`src/hdl/i2cax_pkg.sv`:
```
package i2cax_pkg;

  // Phase codes of the sequencer
  localparam logic [3:0] PH_INIT_ADDR  = 4'd0;
  localparam logic [3:0] PH_INIT_REG   = 4'd1;
  localparam logic [3:0] PH_INIT_VAL   = 4'd2;
  localparam logic [3:0] PH_INIT_STOP  = 4'd3;
  localparam logic [3:0] PH_RD_ADDR_W  = 4'd4;
  localparam logic [3:0] PH_RD_REG     = 4'd5;
  localparam logic [3:0] PH_RD_RESTART = 4'd6;
  localparam logic [3:0] PH_RD_ADDR_R  = 4'd7;
  localparam logic [3:0] PH_RD_NACK    = 4'd8;
  localparam logic [3:0] PH_RD_DATA    = 4'd9;

  // Error codes
  localparam logic [2:0] ERR_OK           = 3'd0;
  localparam logic [2:0] ERR_RD_NO_START  = 3'd1;
  localparam logic [2:0] ERR_RD_NO_ADDR   = 3'd2;
  localparam logic [2:0] ERR_RD_NO_BTF    = 3'd3;
  localparam logic [2:0] ERR_INI_NO_START = 3'd4;
  localparam logic [2:0] ERR_INI_NO_ADDR  = 3'd5;
  localparam logic [2:0] ERR_INI_NO_TXE   = 3'd6;
  localparam logic [2:0] ERR_INI_NO_BTF   = 3'd7;

  // Buffer interrupt control codes
  localparam logic [1:0] IRQ_KEEP    = 2'd0;
  localparam logic [1:0] IRQ_ENABLE  = 2'd1;
  localparam logic [1:0] IRQ_DISABLE = 2'd2;

  // Axis codes
  localparam logic [1:0] AXIS_X = 2'd0;
  localparam logic [1:0] AXIS_Y = 2'd1;
  localparam logic [1:0] AXIS_Z = 2'd2;

  // Configuration register indexes
  localparam logic [2:0] REG_DEVICE_ADDR = 3'd0;
  localparam logic [2:0] REG_CTRL_ADDR   = 3'd1;
  localparam logic [2:0] REG_CTRL_VALUE  = 3'd2;
  localparam logic [2:0] REG_X_ADDR      = 3'd3;
  localparam logic [2:0] REG_Y_ADDR      = 3'd4;
  localparam logic [2:0] REG_Z_ADDR      = 3'd5;

  // Configuration reset values
  localparam logic [6:0] RST_DEVICE_ADDR = 7'h1C;
  localparam logic [7:0] RST_CTRL_ADDR   = 8'h20;
  localparam logic [7:0] RST_CTRL_VALUE  = 8'b0100_0111;
  localparam logic [7:0] RST_X_ADDR      = 8'h29;
  localparam logic [7:0] RST_Y_ADDR      = 8'h2B;
  localparam logic [7:0] RST_Z_ADDR      = 8'h2D;

  typedef struct packed {
    logic [6:0] device_address;
    logic [7:0] control_register_address;
    logic [7:0] control_value;
    logic [7:0] x_register_address;
    logic [7:0] y_register_address;
    logic [7:0] z_register_address;
  } cfg_t;

  typedef struct packed {
    logic       flag_start_sent;
    logic       flag_address_done;
    logic       flag_tx_empty;
    logic       flag_byte_finished;
    logic       flag_rx_full;
    logic [7:0] rx_data;
  } in_item_t;

  typedef struct packed {
    logic              send_valid;
    logic [7:0]        send_byte;
    logic              issue_start;
    logic              issue_stop;
    logic              clear_ack;
    logic [1:0]        buffer_irq_ctrl;
    logic              clear_address_flag;
    logic              sample_valid;
    logic signed [7:0] sample_value;
    logic [1:0]        sample_axis;
    logic [2:0]        error_code;
  } out_item_t;

  typedef struct packed {
    logic [3:0] phase;
    logic [1:0] axis_index;
  } seq_state_t;

endpackage

```
`src/hdl/i2cax_cfg_if.sv`:
```
interface i2cax_cfg_if;
  logic       valid;
  logic       ready;
  logic [2:0] reg_index;
  logic [7:0] data;

  modport source (output valid, output reg_index, output data, input ready);
  modport sink (input valid, input reg_index, input data, output ready);
endinterface

```
`src/hdl/i2cax_in_if.sv`:
```
interface i2cax_in_if;
  logic       valid;
  logic       ready;
  logic       flag_start_sent;
  logic       flag_address_done;
  logic       flag_tx_empty;
  logic       flag_byte_finished;
  logic       flag_rx_full;
  logic [7:0] rx_data;

  modport source (
    output valid, output flag_start_sent, output flag_address_done,
    output flag_tx_empty, output flag_byte_finished, output flag_rx_full,
    output rx_data, input ready
  );
  modport sink (
    input valid, input flag_start_sent, input flag_address_done,
    input flag_tx_empty, input flag_byte_finished, input flag_rx_full,
    input rx_data, output ready
  );
endinterface

```
`src/hdl/i2cax_out_if.sv`:
```
interface i2cax_out_if;
  logic              valid;
  logic              ready;
  logic              send_valid;
  logic [7:0]        send_byte;
  logic              issue_start;
  logic              issue_stop;
  logic              clear_ack;
  logic [1:0]        buffer_irq_ctrl;
  logic              clear_address_flag;
  logic              sample_valid;
  logic signed [7:0] sample_value;
  logic [1:0]        sample_axis;
  logic [2:0]        error_code;

  modport source (
    output valid, output send_valid, output send_byte, output issue_start,
    output issue_stop, output clear_ack, output buffer_irq_ctrl,
    output clear_address_flag, output sample_valid, output sample_value,
    output sample_axis, output error_code, input ready
  );
  modport sink (
    input valid, input send_valid, input send_byte, input issue_start,
    input issue_stop, input clear_ack, input buffer_irq_ctrl,
    input clear_address_flag, input sample_valid, input sample_value,
    input sample_axis, input error_code, output ready
  );
endinterface

```
`src/hdl/i2cax_cfg_regs.sv`:
```
module i2cax_cfg_regs
  import i2cax_pkg::*;
(
  input  logic       clk,
  input  logic       rst_n,
  input  logic       wr_en,
  input  logic [2:0] wr_index,
  input  logic [7:0] wr_data,
  output cfg_t       cfg
);

  cfg_t cfg_r;
  cfg_t cfg_nxt;

  always_comb begin
    cfg_nxt = cfg_r;
    if (wr_en) begin
      unique case (wr_index)
        REG_DEVICE_ADDR: cfg_nxt.device_address           = wr_data[6:0];
        REG_CTRL_ADDR:   cfg_nxt.control_register_address = wr_data;
        REG_CTRL_VALUE:  cfg_nxt.control_value            = wr_data;
        REG_X_ADDR:      cfg_nxt.x_register_address       = wr_data;
        REG_Y_ADDR:      cfg_nxt.y_register_address       = wr_data;
        REG_Z_ADDR:      cfg_nxt.z_register_address       = wr_data;
        default:         cfg_nxt = cfg_r;  // drop writes beyond the list
      endcase
    end
  end

  always_ff @(posedge clk) begin
    if (!rst_n) begin
      cfg_r.device_address           <= RST_DEVICE_ADDR;
      cfg_r.control_register_address <= RST_CTRL_ADDR;
      cfg_r.control_value            <= RST_CTRL_VALUE;
      cfg_r.x_register_address       <= RST_X_ADDR;
      cfg_r.y_register_address       <= RST_Y_ADDR;
      cfg_r.z_register_address       <= RST_Z_ADDR;
    end else begin
      cfg_r <= cfg_nxt;
    end
  end

  assign cfg = cfg_r;

endmodule

```
`src/hdl/i2cax_step.sv`:
```
module i2cax_step
  import i2cax_pkg::*;
(
  input  cfg_t       cfg,
  input  seq_state_t state,
  input  in_item_t   item,
  output seq_state_t state_nxt,
  output out_item_t  result
);

  logic [7:0] wr_addr;
  logic [7:0] axis_reg;
  logic [1:0] axis_sat;

  assign wr_addr  = {cfg.device_address, 1'b0};
  assign axis_sat = (state.axis_index >= AXIS_Z) ? AXIS_Z : state.axis_index;

  always_comb begin
    unique case (state.axis_index)
      AXIS_X:  axis_reg = cfg.x_register_address;
      AXIS_Y:  axis_reg = cfg.y_register_address;
      default: axis_reg = cfg.z_register_address;
    endcase
  end

  always_comb begin
    result    = '0;
    state_nxt = state;
    unique case (state.phase)
      PH_INIT_ADDR: begin
        if (!item.flag_start_sent) begin
          result.error_code = ERR_INI_NO_START;
        end else begin
          result.send_valid = 1'b1;
          result.send_byte  = wr_addr;
          state_nxt.phase   = PH_INIT_REG;
        end
      end
      PH_INIT_REG: begin
        if (!item.flag_address_done) begin
          result.error_code = ERR_INI_NO_ADDR;
        end else begin
          result.clear_address_flag = 1'b1;
          result.send_valid         = 1'b1;
          result.send_byte          = cfg.control_register_address;
          state_nxt.phase           = PH_INIT_VAL;
        end
      end
      PH_INIT_VAL: begin
        if (!item.flag_tx_empty) begin
          result.error_code = ERR_INI_NO_TXE;
        end else begin
          result.send_valid = 1'b1;
          result.send_byte  = cfg.control_value;
          state_nxt.phase   = PH_INIT_STOP;
        end
      end
      PH_INIT_STOP: begin
        if (!item.flag_byte_finished) begin
          result.error_code = ERR_INI_NO_BTF;
        end else begin
          result.issue_stop      = 1'b1;
          result.buffer_irq_ctrl = IRQ_DISABLE;
          result.issue_start     = 1'b1;
          state_nxt.phase        = PH_RD_ADDR_W;
        end
      end
      PH_RD_ADDR_W: begin
        if (!item.flag_start_sent) begin
          result.error_code = ERR_RD_NO_START;
        end else begin
          result.buffer_irq_ctrl = IRQ_ENABLE;
          result.send_valid      = 1'b1;
          result.send_byte       = wr_addr;
          state_nxt.phase        = PH_RD_REG;
        end
      end
      PH_RD_REG: begin
        if (!item.flag_address_done) begin
          result.error_code = ERR_RD_NO_ADDR;
        end else begin
          result.clear_address_flag = 1'b1;
          result.send_valid         = 1'b1;
          result.send_byte          = axis_reg;
          state_nxt.phase           = PH_RD_RESTART;
        end
      end
      PH_RD_RESTART: begin
        if (!item.flag_byte_finished) begin
          result.error_code = ERR_RD_NO_BTF;
        end else begin
          result.issue_start     = 1'b1;
          result.buffer_irq_ctrl = IRQ_DISABLE;
          state_nxt.phase        = PH_RD_ADDR_R;
        end
      end
      PH_RD_ADDR_R: begin
        if (!item.flag_start_sent) begin
          result.error_code = ERR_RD_NO_START;
        end else begin
          result.buffer_irq_ctrl = IRQ_ENABLE;
          result.send_valid      = 1'b1;
          result.send_byte       = wr_addr | 8'd1;
          result.clear_ack       = 1'b1;
          state_nxt.phase        = PH_RD_NACK;
        end
      end
      PH_RD_NACK: begin
        if (!item.flag_address_done) begin
          result.error_code = ERR_RD_NO_ADDR;
        end else begin
          result.clear_address_flag = 1'b1;
          result.issue_stop         = 1'b1;
          state_nxt.phase           = PH_RD_DATA;
        end
      end
      PH_RD_DATA: begin
        // hold quietly until the byte lands
        if (item.flag_rx_full) begin
          result.sample_valid  = 1'b1;
          result.sample_value  = item.rx_data;
          result.sample_axis   = axis_sat;
          result.issue_start   = 1'b1;
          state_nxt.axis_index = (state.axis_index >= AXIS_Z) ? AXIS_X
                                 : state.axis_index + 2'd1;
          state_nxt.phase      = PH_RD_ADDR_W;
        end
      end
      default: begin
        state_nxt.phase = PH_INIT_ADDR;
      end
    endcase
  end

endmodule

```
`src/hdl/i2c_accel_init_and_axis_poll_sequencer.sv`:
```
// I2C master sequencer for an accelerometer. Each input transaction is one
// bus event from the I2C master (status flags plus the receive data byte);
// each event yields exactly one result transaction telling the master what
// to do next. After reset the block writes control_value to the control
// register once, then reads the X, Y and Z axis registers in turn forever,
// each with a repeated start and a NACKed single byte, and reports the byte
// as a signed sample with its axis. A missing expected flag reports an error
// code and leaves the sequence where it is; the data phase instead waits
// for rx full with no error. Rate: one event per clock while the output is
// ready; an event goes from the input register via one phase decode into
// the result register, updating the phase and axis registers. Configuration
// writes are always ready; write them only while no event is in flight.
module i2c_accel_init_and_axis_poll_sequencer
  import i2cax_pkg::*;
(
  input  logic               clk,
  input  logic               rst_n,
  i2cax_cfg_if.sink          cfg_bus,
  i2cax_in_if.sink           in_bus,
  i2cax_out_if.source        out_bus
);

  cfg_t       cfg;
  seq_state_t state_r;
  seq_state_t state_nxt;
  seq_state_t step_state_nxt;
  out_item_t  step_result;

  logic       in_valid_r;
  logic       in_valid_nxt;
  in_item_t   in_item_r;
  in_item_t   in_item;
  logic       out_valid_r;
  logic       out_valid_nxt;
  out_item_t  out_item_r;

  logic       in_take;
  logic       advance;

  // Register file, always ready
  assign cfg_bus.ready = 1'b1;

  i2cax_cfg_regs u_cfg_regs (
    .clk      (clk),
    .rst_n    (rst_n),
    .wr_en    (cfg_bus.valid),
    .wr_index (cfg_bus.reg_index),
    .wr_data  (cfg_bus.data),
    .cfg      (cfg)
  );

  // Move the held event into the result register when that slot is free
  // or drains this cycle; take a new event whenever the input slot frees.
  assign advance      = in_valid_r && (!out_valid_r || out_bus.ready);
  assign in_bus.ready = !in_valid_r || advance;
  assign in_take      = in_bus.valid && in_bus.ready;

  assign in_item.flag_start_sent    = in_bus.flag_start_sent;
  assign in_item.flag_address_done  = in_bus.flag_address_done;
  assign in_item.flag_tx_empty      = in_bus.flag_tx_empty;
  assign in_item.flag_byte_finished = in_bus.flag_byte_finished;
  assign in_item.flag_rx_full       = in_bus.flag_rx_full;
  assign in_item.rx_data            = in_bus.rx_data;

  i2cax_step u_step (
    .cfg       (cfg),
    .state     (state_r),
    .item      (in_item_r),
    .state_nxt (step_state_nxt),
    .result    (step_result)
  );

  always_comb begin
    in_valid_nxt  = in_take ? 1'b1 : (advance ? 1'b0 : in_valid_r);
    out_valid_nxt = advance ? 1'b1 : (out_bus.ready ? 1'b0 : out_valid_r);
    state_nxt     = advance ? step_state_nxt : state_r;
  end

  always_ff @(posedge clk) begin
    if (!rst_n) begin
      in_valid_r         <= 1'b0;
      out_valid_r        <= 1'b0;
      state_r.phase      <= PH_INIT_ADDR;
      state_r.axis_index <= AXIS_X;
    end else begin
      in_valid_r  <= in_valid_nxt;
      out_valid_r <= out_valid_nxt;
      state_r     <= state_nxt;
    end
  end

  // Payload registers, no reset
  always_ff @(posedge clk) begin
    if (in_take) begin
      in_item_r <= in_item;
    end
    if (advance) begin
      out_item_r <= step_result;
    end
  end

  assign out_bus.valid              = out_valid_r;
  assign out_bus.send_valid         = out_item_r.send_valid;
  assign out_bus.send_byte          = out_item_r.send_byte;
  assign out_bus.issue_start        = out_item_r.issue_start;
  assign out_bus.issue_stop         = out_item_r.issue_stop;
  assign out_bus.clear_ack          = out_item_r.clear_ack;
  assign out_bus.buffer_irq_ctrl    = out_item_r.buffer_irq_ctrl;
  assign out_bus.clear_address_flag = out_item_r.clear_address_flag;
  assign out_bus.sample_valid       = out_item_r.sample_valid;
  assign out_bus.sample_value       = out_item_r.sample_value;
  assign out_bus.sample_axis        = out_item_r.sample_axis;
  assign out_bus.error_code         = out_item_r.error_code;

endmodule
```
`src/flat_wrapper.sv`:
```
// flat-port wrapper written by rule: the top's interface ports become plain ports
module i2c_accel_init_and_axis_poll_sequencer_flat import i2cax_pkg::*;
  (clk, rst_n, cfg_bus_valid, cfg_bus_reg_index, cfg_bus_data, cfg_bus_ready, in_bus_valid, in_bus_flag_start_sent, in_bus_flag_address_done, in_bus_flag_tx_empty, in_bus_flag_byte_finished, in_bus_flag_rx_full, in_bus_rx_data, in_bus_ready, out_bus_valid, out_bus_send_valid, out_bus_send_byte, out_bus_issue_start, out_bus_issue_stop, out_bus_clear_ack, out_bus_buffer_irq_ctrl, out_bus_clear_address_flag, out_bus_sample_valid, out_bus_sample_value, out_bus_sample_axis, out_bus_error_code, out_bus_ready);
  i2cax_cfg_if cfg_bus_i ();
  i2cax_in_if in_bus_i ();
  i2cax_out_if out_bus_i ();
  input  logic clk;
  input  logic rst_n;
  input wire logic [$bits(cfg_bus_i.valid)-1:0] cfg_bus_valid;
  input wire logic [$bits(cfg_bus_i.reg_index)-1:0] cfg_bus_reg_index;
  input wire logic [$bits(cfg_bus_i.data)-1:0] cfg_bus_data;
  output wire logic [$bits(cfg_bus_i.ready)-1:0] cfg_bus_ready;
  input wire logic [$bits(in_bus_i.valid)-1:0] in_bus_valid;
  input wire logic [$bits(in_bus_i.flag_start_sent)-1:0] in_bus_flag_start_sent;
  input wire logic [$bits(in_bus_i.flag_address_done)-1:0] in_bus_flag_address_done;
  input wire logic [$bits(in_bus_i.flag_tx_empty)-1:0] in_bus_flag_tx_empty;
  input wire logic [$bits(in_bus_i.flag_byte_finished)-1:0] in_bus_flag_byte_finished;
  input wire logic [$bits(in_bus_i.flag_rx_full)-1:0] in_bus_flag_rx_full;
  input wire logic [$bits(in_bus_i.rx_data)-1:0] in_bus_rx_data;
  output wire logic [$bits(in_bus_i.ready)-1:0] in_bus_ready;
  output wire logic [$bits(out_bus_i.valid)-1:0] out_bus_valid;
  output wire logic [$bits(out_bus_i.send_valid)-1:0] out_bus_send_valid;
  output wire logic [$bits(out_bus_i.send_byte)-1:0] out_bus_send_byte;
  output wire logic [$bits(out_bus_i.issue_start)-1:0] out_bus_issue_start;
  output wire logic [$bits(out_bus_i.issue_stop)-1:0] out_bus_issue_stop;
  output wire logic [$bits(out_bus_i.clear_ack)-1:0] out_bus_clear_ack;
  output wire logic [$bits(out_bus_i.buffer_irq_ctrl)-1:0] out_bus_buffer_irq_ctrl;
  output wire logic [$bits(out_bus_i.clear_address_flag)-1:0] out_bus_clear_address_flag;
  output wire logic [$bits(out_bus_i.sample_valid)-1:0] out_bus_sample_valid;
  output wire logic [$bits(out_bus_i.sample_value)-1:0] out_bus_sample_value;
  output wire logic [$bits(out_bus_i.sample_axis)-1:0] out_bus_sample_axis;
  output wire logic [$bits(out_bus_i.error_code)-1:0] out_bus_error_code;
  input wire logic [$bits(out_bus_i.ready)-1:0] out_bus_ready;
  assign cfg_bus_i.valid = cfg_bus_valid;
  assign cfg_bus_i.reg_index = cfg_bus_reg_index;
  assign cfg_bus_i.data = cfg_bus_data;
  assign cfg_bus_ready = cfg_bus_i.ready;
  assign in_bus_i.valid = in_bus_valid;
  assign in_bus_i.flag_start_sent = in_bus_flag_start_sent;
  assign in_bus_i.flag_address_done = in_bus_flag_address_done;
  assign in_bus_i.flag_tx_empty = in_bus_flag_tx_empty;
  assign in_bus_i.flag_byte_finished = in_bus_flag_byte_finished;
  assign in_bus_i.flag_rx_full = in_bus_flag_rx_full;
  assign in_bus_i.rx_data = in_bus_rx_data;
  assign in_bus_ready = in_bus_i.ready;
  assign out_bus_valid = out_bus_i.valid;
  assign out_bus_send_valid = out_bus_i.send_valid;
  assign out_bus_send_byte = out_bus_i.send_byte;
  assign out_bus_issue_start = out_bus_i.issue_start;
  assign out_bus_issue_stop = out_bus_i.issue_stop;
  assign out_bus_clear_ack = out_bus_i.clear_ack;
  assign out_bus_buffer_irq_ctrl = out_bus_i.buffer_irq_ctrl;
  assign out_bus_clear_address_flag = out_bus_i.clear_address_flag;
  assign out_bus_sample_valid = out_bus_i.sample_valid;
  assign out_bus_sample_value = out_bus_i.sample_value;
  assign out_bus_sample_axis = out_bus_i.sample_axis;
  assign out_bus_error_code = out_bus_i.error_code;
  assign out_bus_i.ready = out_bus_ready;
  i2c_accel_init_and_axis_poll_sequencer u_core (.clk(clk), .rst_n(rst_n), .cfg_bus(cfg_bus_i), .in_bus(in_bus_i), .out_bus(out_bus_i));
endmodule
```
`config.mk`:
```
export PLATFORM = sky130hd
export DESIGN_NAME = i2c_accel_init_and_axis_poll_sequencer_flat
export DESIGN_NICKNAME = d
export VERILOG_FILES = /design/src/hdl/i2cax_pkg.sv /design/src/hdl/i2cax_cfg_if.sv /design/src/hdl/i2cax_in_if.sv /design/src/hdl/i2cax_out_if.sv /design/src/hdl/i2cax_cfg_regs.sv /design/src/hdl/i2cax_step.sv /design/src/hdl/i2c_accel_init_and_axis_poll_sequencer.sv /design/src/flat_wrapper.sv
export SDC_FILE = /design/constraint.sdc
export NUM_CORES = 1
export LEC_CHECK = 0
export BUFFER_PORTS_ARGS = -buffer_cell sky130_fd_sc_hd__buf_4
export CAP_MARGIN = 30
export CORE_ASPECT_RATIO = 0.5
export CORE_MARGIN = 4
export CORE_UTILIZATION = 61
export DETAILED_ROUTE_END_ITERATION = 8
export PLACE_DENSITY = 0.87
export SETUP_SLACK_MARGIN = 0.4
export SYNTH_ARGS = -nofsm -noshare
export SYNTH_HDL_FRONTEND = slang
export SYNTH_SLANG_ARGS = --single-unit
```
`constraint.sdc`:
```
create_clock -name clk -period 4.7 [get_ports clk]
set_input_delay 0.235 -clock clk [delete_from_list [all_inputs] [get_ports clk]]
set_output_delay 0.235 -clock clk [all_outputs]
set_load 0.02 [all_outputs]
```
==> impl_metrics.ini <==
[min_path]
min_to = u_core.in_item_r[6]
hp-class = input port to flop
holdPathStages = 1
min_from = in_bus_rx_data[6]

[drt]
drt-wirelength-per-cell_microns = 17.29
first_pass_iters = 8
wl_mm = 9.525
ant_nets = 0
drt-initial-drc-count = 393
avgViaCountPerCell = 5.891
vias = 3246
drc = 0

[clocking]
ctsLongestPathBuffers = 2
cts.sinks = 97
insertion_delay_ns = 0.34
clk_pin_slew_ns = 0.06
cts_tree = built
cts_resized = 0
postCtsSetupRepairBufs = 0
cts-root-buf = clkbuf_16
htreeDepth = 3
numCtsBuffers = 9
hold_buffers = 0

[layout]
syn2layout_area_growth_pct = 18.14
drive_above_1_share_pct = 17.06
multiInputGateArea_sq_um = 1599
final-seq-area_sq_um = 2362
final_core_util_pct = 76.93
diodes = 0
fillers = 407
final_cells = 551
nets = 487

[timing]
layout_setup_ws_ns = 2.392
drv_slew = 0
fin_setup_tns_ns = 0
finalSetupViolations = 0
slew_headroom_pct = 55.20
tightest_slew_ns = 0.6695
skew_ns = 0.007402
fin_crit_sh_pct = 49.10
min_period_ns = 2.308
grt_setup_unrepaired = no
hold_viol = 0
max_freq_mhz = 433.3

[global_routing]
grt_first_pass_wirelength_mm = 15.29
grt_pass1_vias = 3244
overflow = 0
grt_use_total_pct = 24.78
grt_start_max_net_pins = 58
antenna_found_initial = 0

[placement]
dp_cells = 535
gp_congestion = 0.8308
dp_hpwl_mm = 6.397
portBuffers = 59
dp_slack_ns = 2.425

[yosys]
synth_nets = 441
ys_warn_count = 0
syn_area_per_cell_sq_um = 9.928
synth_edf_count = 42
netlist.area_leader.share_pct = 30.84
syn-instance-count = 412
yosys.area.top_type = edfxtp_1
yosysSeqAreaShare_pct = 57.75
synth_cell_type_count = 42
ys_top_cells_by_area = edfxtp_1 (31%), dfxtp_1 (27%), nand2_1 (9.4%)
synth_ff_type = dfxtp_1
ys_seq_elements = 97
synth_area_sq_um = 4090
async_flop_share_pct = 0

[floorplan]
core_area_sq_um = 6281
start_util_pct = 65.12
chipWidth_microns = 123.8
die_h_microns = 65.90
dieArea_sq_um = 8159
pin_count = 61
rows = 20

[critical_path]
reg2reg_from = u_core.state_r[2]
crit_required_ns = 4.97
r2r_end = u_core.state_r[0]
worst_setup_path_end_kind = flop
reg2reg_depth = 5
r2r_slack_ns = 2.39
arrival_ns = 2.58
cp_max_fo = 19
critPathKind = flop to flop
start_kind = flop

[power]
p_per_area_nw_per_um2 = 370.2
power_leakage_uw = 0.001899
total_power_uw = 1789
peakVddDrop_mv = 0.2254

[job]
drv_cap = 0

[run_status]
run_status = complete, no violations
power breakdown:
group,leakage [uW],switching [uW],total [uW],internal (uW)
Clock,0.000146,291,712,421
Combinational,0.000900,84.5,145,60.1
Sequential,0.000854,20.2,932,912
Total,0.00190,396,1790,1390
kinds of logic after synthesis:
| family | share of synthesized area (%) |
|---|---|
| AND/OR/NAND/NOR | 22.94 |
| flip-flops | 57.75 |
| AO/OA/AOI/OAI | 12.63 |
| buffers and inverters | 3.212 |
| multiplexers | 2.937 |
| XOR/XNOR | 0.4283 |
| other | 0.09168 |
state kept, by name, summed over array words and instances (netlist names), 2 cells and up:
signal                          flops
u_core.in_item_r                   13
u_core.out_bus.buffer_irq_ctrl      2
u_core.out_bus.error_code           3
u_core.out_bus.sample_axis          2
u_core.out_bus.sample_value         8
u_core.out_bus.send_byte            8
u_core.state_r                      6
u_core.u_cfg_regs.cfg              47
worst max-delay path: stages (launching register included):
cell and delay (ns):
dfxtp_1 0.74, nor2b_1 0.35, and3_1 0.48, nand2_1 0.17, or3_1 0.35, a21boi_0 0.15
layout make-up:
class | count | share of cell area [%]
inverters | 4 | 0.3107
repair buffers | 60 | 9.322
clock inverters | 1 | 0.1295
multi-input cells | 286 | 33.09
flip-flops and latches | 97 | 48.89
clock buffers | 15 | 5.981
well taps | 88 | 2.279
synth_stat cells (2+ instances only):
cell	count
nor2_1	18
and2_1	14
a222oi_1	7
buf_6	2
a21boi_0	29
o21ai_1	3
nor2b_1	13
edfxtp_1	42
o21ai_0	8
nor3_1	2
nand2b_1	3
a22oi_1	2
o21a_1	2
inv_1	4
a21oi_1	14
nand2_1	102
nand3_1	23
nor3b_1	3
buf_2	3
a32o_1	2
dfxtp_1	55
and3_1	9
or2_2	3
clkbuf_1	19
mux2i_1	12
or3_1	2
how the worst max path moves through the flow:
stage	depth (start not counted)	startpoint	slack, ns	end
after floorplan	5	u_core.out_bus.valid	2.06	u_core.state_r[0]
after global placement	5	u_core.state_r[2]	2.58	u_core.state_r[0]
after detailed placement	5	u_core.state_r[2]	2.43	u_core.state_r[0]
after CTS	5	u_core.state_r[2]	2.39	u_core.state_r[0]
after global routing	5	u_core.state_r[2]	2.19	u_core.state_r[0]
final	5	u_core.state_r[2]	2.39	u_core.state_r[0]
stage by stage:
| stage | instance area, sq um | hold slack, ns |
|---|---|---|
| finish | 4832 | 0.06667 |
| global route | 4832 | 0.05629 |
| CTS | 4832 | 0.06146 |
| detailed placement | 4537 | 0.4143 |
| global placement | 4537 | 0.4139 |
| floorplan | 4090 | 0.3339 |
metal layers:
layer | share of wire, % | up-vias | GRT usage (%)
met3 | 9.0 | 25 | 6.838
li1 | - | 1524 | -
met1 | 40 | 1513 | 28.46
met2 | 49 | 184 | 43.71
met5 | 0 | - | 0
met4 | 2.2 | 0 | 10.62
layout by cell type, fill, tap and decap left out, drive strengths merged, types with 11 or more instances in the layout:
cell,count
clkbuf,15
nor2,18
o21ai,11
nand2,102
nor2b,13
buf,60
mux2i,12
a21boi,30
edfxtp,42
a21oi,14
dfxtp,55
and2,14
nand3,23
No activity file was read; power rests on OpenSTA's default activity.
